`src/hdl/tsa_pkg.sv`:
```
`default_nettype none
package tsa_pkg;

  localparam int SIDE_DEF   = 64;
  localparam int SLOT_W     = 12;
  localparam int COORD_W    = 6;
  localparam int WORD_W     = 32;
  localparam int FREE_DEPTH = 4096;
  localparam int FREE_PTR_W = $clog2(FREE_DEPTH);
  localparam int FREE_CNT_W = $clog2(FREE_DEPTH + 1);

  localparam logic CMD_ALLOC   = 1'b0;
  localparam logic CMD_RELEASE = 1'b1;

  localparam logic STAT_GRANT = 1'b0;
  localparam logic STAT_NONE  = 1'b1;

  typedef struct packed {
    logic full;
    logic empty;
  } fl_status_t;

  // what the allocator decided for one allocate beat
  typedef struct packed {
    logic fail;       // no fresh slot and free list empty
    logic from_list;  // slot comes from the free list read port
  } slot_req_t;

endpackage
`default_nettype wire

```
`src/hdl/tsa_slot_split.sv`:
```
`default_nettype none
module tsa_slot_split
  import tsa_pkg::*;
#(
  parameter int SIDE = SIDE_DEF,
  parameter int ID_W = SLOT_W
) (
  input  wire logic              clk,
  input  wire logic              rst_n,
  input  wire logic              req_valid,
  output logic                   req_ready,
  input  wire slot_req_t         req,
  input  wire logic [ID_W-1:0]   fresh_id,
  input  wire logic [SLOT_W-1:0] list_id,
  input  wire logic [WORD_W-1:0] req_colour,
  input  wire logic [WORD_W-1:0] req_normal,
  output logic                   res_valid,
  input  wire logic              res_ready,
  output logic                   res_status,
  output logic [SLOT_W-1:0]      res_slot,
  output logic [COORD_W-1:0]     res_column,
  output logic [COORD_W-1:0]     res_row,
  output logic [WORD_W-1:0]      res_colour,
  output logic [WORD_W-1:0]      res_normal
);

  // quotient by reciprocal: q = (id * ceil(2^SH / SIDE)) >> SH, exact for all id < 2^ID_W
  localparam int LOG_SIDE = $clog2(SIDE);
  localparam int SH       = ID_W + LOG_SIDE;
  localparam int MUL_W    = ID_W + 2;
  localparam int MUL_I    = ((1 << SH) + SIDE - 1) / SIDE;
  localparam logic [MUL_W-1:0] MUL = MUL_W'(MUL_I);

  logic                    s2_valid_r;
  logic                    s2_fail_r;
  logic [ID_W-1:0]         s2_id_r;
  logic [ID_W-1:0]         s2_quo_r;
  logic [WORD_W-1:0]       s2_colour_r;
  logic [WORD_W-1:0]       s2_normal_r;

  logic                    res_valid_r;
  logic                    res_status_r;
  logic [SLOT_W-1:0]       res_slot_r;
  logic [COORD_W-1:0]      res_column_r;
  logic [COORD_W-1:0]      res_row_r;
  logic [WORD_W-1:0]       res_colour_r;
  logic [WORD_W-1:0]       res_normal_r;

  logic                    res_en;
  logic                    s2_ready;
  logic [ID_W-1:0]         id_sel;
  logic [ID_W+MUL_W-1:0]   prod;
  logic [2*ID_W-1:0]       quo_scaled;
  logic [ID_W-1:0]         rem;

  assign res_en    = !res_valid_r || res_ready;
  assign s2_ready  = !s2_valid_r || res_en;
  assign req_ready = s2_ready;

  assign id_sel     = req.from_list ? ID_W'(list_id) : fresh_id;
  assign prod       = id_sel * MUL;
  assign quo_scaled = s2_quo_r * ID_W'(SIDE);
  assign rem        = s2_id_r - quo_scaled[ID_W-1:0];

  always_ff @(posedge clk) begin
    if (!rst_n) begin
      s2_valid_r  <= 1'b0;
      res_valid_r <= 1'b0;
    end else begin
      if (s2_ready) begin
        s2_valid_r <= req_valid;
      end
      if (res_en) begin
        res_valid_r <= s2_valid_r;
      end
    end
  end

  always_ff @(posedge clk) begin
    if (s2_ready && req_valid) begin
      s2_fail_r   <= req.fail;
      s2_id_r     <= id_sel;
      s2_quo_r    <= ID_W'(prod >> SH);
      s2_colour_r <= req_colour;
      s2_normal_r <= req_normal;
    end
    if (res_en && s2_valid_r) begin
      if (s2_fail_r) begin
        res_status_r <= STAT_NONE;
        res_slot_r   <= '0;
        res_column_r <= '0;
        res_row_r    <= '0;
        res_colour_r <= '0;
        res_normal_r <= '0;
      end else begin
        res_status_r <= STAT_GRANT;
        res_slot_r   <= s2_id_r[SLOT_W-1:0];
        res_column_r <= rem[COORD_W-1:0];
        res_row_r    <= s2_quo_r[COORD_W-1:0];
        res_colour_r <= s2_colour_r;
        res_normal_r <= s2_normal_r;
      end
    end
  end

  assign res_valid  = res_valid_r;
  assign res_status = res_status_r;
  assign res_slot   = res_slot_r;
  assign res_column = res_column_r;
  assign res_row    = res_row_r;
  assign res_colour = res_colour_r;
  assign res_normal = res_normal_r;

endmodule
`default_nettype wire

```
`config.mk`:
```
export PLATFORM = sky130hd
export DESIGN_NAME = tsa_slot_split
export DESIGN_NICKNAME = d
export VERILOG_FILES = /design/src/hdl/tsa_pkg.sv /design/src/hdl/tsa_slot_split.sv
export SDC_FILE = /design/constraint.sdc
export NUM_CORES = 1
export LEC_CHECK = 0
export BUFFER_PORTS_ARGS = -buffer_cell sky130_fd_sc_hd__buf_2
export CAP_MARGIN = 10
export CORE_ASPECT_RATIO = 0.6
export CORE_UTILIZATION = 45
export DETAILED_ROUTE_END_ITERATION = 10
export PLACE_DENSITY = 0.77
export SLEW_MARGIN = 10
export SYNTH_ARGS = -nofsm -noshare
export SYNTH_HDL_FRONTEND = slang
export SYNTH_SLANG_ARGS = --single-unit
```
`constraint.sdc`:
```
create_clock -name clk -period 5 [get_ports clk]
set_input_delay 0.75 -clock clk [delete_from_list [all_inputs] [get_ports clk]]
set_output_delay 0.75 -clock clk [all_outputs]
set_load 0.02 [all_outputs]
```
# --- Word level (Yosys, flattened, before mapping) ---
# Index checks and enable logic that the tools add are counted.
# Widths: inputs -> output; s select.
classes:
  muxes: 2
  n_addsub: 1
  reduce_logical: 6
ops:
  columns: ["op", "n"]
  rows:
  - ["$mux 12", 1]
  - ["$sub 6x1->6 const B", 1]
  - ["$logic_and 1x1->1", 2]
  - ["$logic_not 1->1", 2]
  - ["$logic_or 1x1->1", 2]
  - ["$mux 1", 1]
word_totals:
  reg_bits: 174
  out_inout_bits: 91
  elab_cells: 22

# --- Logic depth before layout (Yosys ltp) ---
depth:
  depth_word: 4
  depth_mapped: 3
  ltp_nobuf: 2

# --- Worst setup path after synthesis ---
# Ideal clock, no wire load.
synth_timing:
  path_kind: "input-to-reg"
  from: "in res_ready"
  to: "reg s2_colour_r[0], enable pin"
  path_stages: 2
  setup_ns: 0.537
  setup_slack_ns: -0.101
  t_arrival_ns: 4.564
  t_required_ns: 4.463
  n_path_buf: 0
  cell_sequence: "nor2b_1 > a21oi_1"
synth_between:
  elab_chain_cells: 3
synth_lines:
  columns: ["item", "line", "rtl"]
  rows:
  - ["start, declared", "tsa_slot_split.sv:18", "input wire logic res_ready,"]
  - ["$logic_or 1x1->1", "tsa_slot_split.sv:56", "assign res_en = !res_valid_r || res_ready;"]
  - ["$logic_or 1x1->1", "tsa_slot_split.sv:57", "assign s2_ready = !s2_valid_r || res_en;"]
  - ["$logic_and 1x1->1", "tsa_slot_split.sv:80", "if (s2_ready && req_valid) begin"]
  - ["end signal, assigned", "tsa_slot_split.sv:84", "s2_colour_r <= req_colour;"]
  - ["end, declared", "tsa_slot_split.sv:38", "logic [WORD_W-1:0] s2_colour_r;"]
# No other way between the ends.
# A chain may end at the register's enable or synchronous reset.

# --- Final worst setup path ---
layout_timing:
  from: "in res_ready"
  to: "reg s2_colour_r[18], enable pin"
# Same word-level chain as after synthesis.

==> impl_metrics.tcl <==
set metrics [dict create \
    post-dp-hpwl_um 6510 \
    max-cap-violations 0 \
    synth_area_leaders "edfxtp_1, nor2b_1, mux2_4" \
    p_sw_share_pct 20.6 \
    n_fill_cell 881 \
    clock_latency_ns 0.41 \
    antenna_left 0 \
    routed_wl_um 9330 \
    finalCritPeriodShare_pct 40.4 \
    power.switching_w 0.000631 \
    setup_viol 0 \
    hold_buffers 0 \
    clockPowerShare_pct 43.4 \
    cp_slowest_stage_delay_ns 0.64 \
    timing_hold_violations_final 0 \
    rrSetupSlack_ns 2.98 \
    post_cts_buffers 0 \
    required_ns 5.06 \
    hp-start "req_normal[27]" \
    reg2reg_from "res_valid" \
    relSlewSlack_pct 49.4 \
    htreeDepth 4 \
    setup_tns_ns 0 \
    vias 2835 \
    ys_seq_area_share_pct 84.4 \
    vias_per_cell 4.49 \
    root_buffer "clkbuf_16" \
    cp-end-kind "flip-flop" \
    cts_inserted_buffers 17 \
    pwr-share-seq_pct 50.1 \
    mostFrequentLayoutCell "buf_2" \
    antenna_found_initial 0 \
    die_w_um 145 \
    io-pin-count 185 \
    tightest_slew_ns 0.757 \
    drt-initial-drc-count 63 \
    syn_to_final_growth_pct 29.5 \
    initial_core_util_pct 47.5 \
    die_area_sq_um 12700 \
    hp-class "primary input to flip-flop" \
    wl_per_cell_um 14.8 \
    path_clk_slew_ns 0.06 \
    hold_depth 1 \
    synth_fp_nets 366 \
    postSynthCellCount 272 \
    place.gp.congestion 0.763 \
    crit_chain "buf_2 > nor2b_1 > a21oi_4 > buf_4" \
    grt_pass1_vias 2669 \
    reg2reg_depth 3 \
    slowest_stage "a21oi_4" \
    hold_path_end "s2_normal_r[27]" \
    final.setup_skew_ns 0.0105 \
    grt_usage_pct 15.2 \
    syn_area_per_cell_sq_um 20.3 \
    status "finished clean" \
    cts_tree "done" \
    grt.overflow.total 0 \
    critical_path_class "primary input to flip-flop" \
    drv_slew 0 \
    rsz0062_at_grt "false" \
    max_clock_freq_mhz 495 \
    final_cell_mix "buf_2, edfxtp_1, nor2b_1" \
    placementRows 30 \
    leakage_nw 2.84 \
    num_antenna_cells 0 \
    yosysWarnings 0 \
    clock-sinks 156 \
    grt_pass1_wl_um 13700 \
    drcViolationCount 0 \
    arrival_ns 2.08 \
    layout-drive-gt1-share_pct 49.3 \
    utilization_pct 61.5 \
    reg2reg_to "s2_colour_r[18]" \
    grt_max_degree 78 \
    synth_seq_cells 156 \
    netlist.top_cell.by_area "edfxtp_1" \
    fin_nets 553 \
    synth_top_area_share_pct 83.7 \
    synthDistinctLibCells 13 \
    die_y_um 87.8 \
    netlist_area_sq_um 5530 \
    cts_resized 0 \
    dr.pass1.iters 4 \
    core_sq_um 11600 \
    p_int_w 0.00244 \
    port_buffers 184 \
    critPathLaunchType "primary input" \
    pwr_density_cell_nw_per_um2 429 \
    peakVddDrop_mv 0.244 \
    clockBufferDepth 2 \
    path_max_fanout 28 \
    combinationalPowerShare_pct 6.5 \
    min_period_ns 2.02 \
]
registers in the layout, indices dropped and copies added, names as in the netlist:
| register | count |
|---|---|
| res_colour | 32 |
| res_normal | 32 |
| res_slot | 12 |
| res_status | 1 |
| res_valid | 1 |
| s2_colour_r | 32 |
| s2_fail_r | 1 |
| s2_id_r | 12 |
| s2_normal_r | 32 |
| s2_valid_r | 1 |
area by class of cell:
| type | instances | area (sq um) | share of cell area [%] |
|---|---|---|---|
| repair buffers | 189 | 958 | 13.4 |
| flip-flops and latches | 156 | 4660 | 65.2 |
| clock buffers | 18 | 429 | 6.00 |
| well taps | 160 | 200 | 2.80 |
| clock inverters | 13 | 191 | 2.68 |
| inverters | 1 | 3.75 | 0.0525 |
| multi-input cells | 94 | 707 | 9.88 |
critical path: cells and delay by family:
| family | cells | cell delay, ns |
|---|---|---|
| buffers and inverters | 2 | 0.56 |
| AND/OR/NAND/NOR | 1 | 0.10 |
| AO/OA/AOI/OAI | 1 | 0.64 |
cell usage after synthesis:
master and n:
nand3b_1 1, a21oi_1 1, inv_1 1, buf_4 13, mux2_2 2, buf_2 3
edfxtp_1 154, a21boi_0 1, dfxtp_1 2, mux2_4 10, nor2b_1 78, o21a_1 1
buf_6 5
worst max-delay path by stage:
stage                    from               to  slack, ns  cells past startpoint
finish              res_ready  s2_colour_r[18]       2.98                      4
global route        res_valid  s2_colour_r[19]       2.81                      3
CTS                 res_valid  s2_colour_r[18]       2.94                      3
detailed placement  res_ready  s2_colour_r[11]       2.52                      4
global placement    res_ready   s2_colour_r[4]       2.60                      4
floorplan           res_ready    res_colour[0]       0.23                      2
through the flow:
stage / area [sq um] / std cells / power (W) / setup slack, ns / hold WS, ns
global route: 7150 / 631 / 0.00316 / 2.81 / 0.492
CTS: 7150 / 631 / 0.00309 / 2.94 / 0.499
finish: 7150 / 631 / 0.00307 / 2.98 / 0.512
global placement: 6530 / 600 / 0.00176 / 2.60 / 0.508
detailed placement: 6530 / 600 / 0.00177 / 2.52 / 0.519
floorplan: 5530 / 272 / 0.00169 / 0.230 / 0.481
kinds of logic (layout without fill, tap and decap cells):
family	Yosys count	after routing	synth area share [%]
buf+inv	22	221	3.12
compound gates	3	3	0.362
flops	156	156	84.4
mux	12	12	3.12
simple gates	79	79	8.97
power by group through the flow:
stage               Sequential [W]  Combinational, W  Clock, W
finish                     0.00154          0.000199   0.00133
floorplan                  0.00161         0.0000804         0
global placement           0.00156          0.000197         0
detailed placement         0.00157          0.000202         0
CTS                        0.00154          0.000202   0.00135
global route               0.00155          0.000214   0.00140
routing by layer:
layer  share of wire, %  global-route usage, %  vias up
met5                  0                      0        -
met3                 11                   7.81       10
met4                1.3                   6.32        0
met2                 45                   23.2      140
li1                   -                      -     1355
met1                 43                   18.5     1330
No activity file was read; power rests on OpenSTA's default activity.
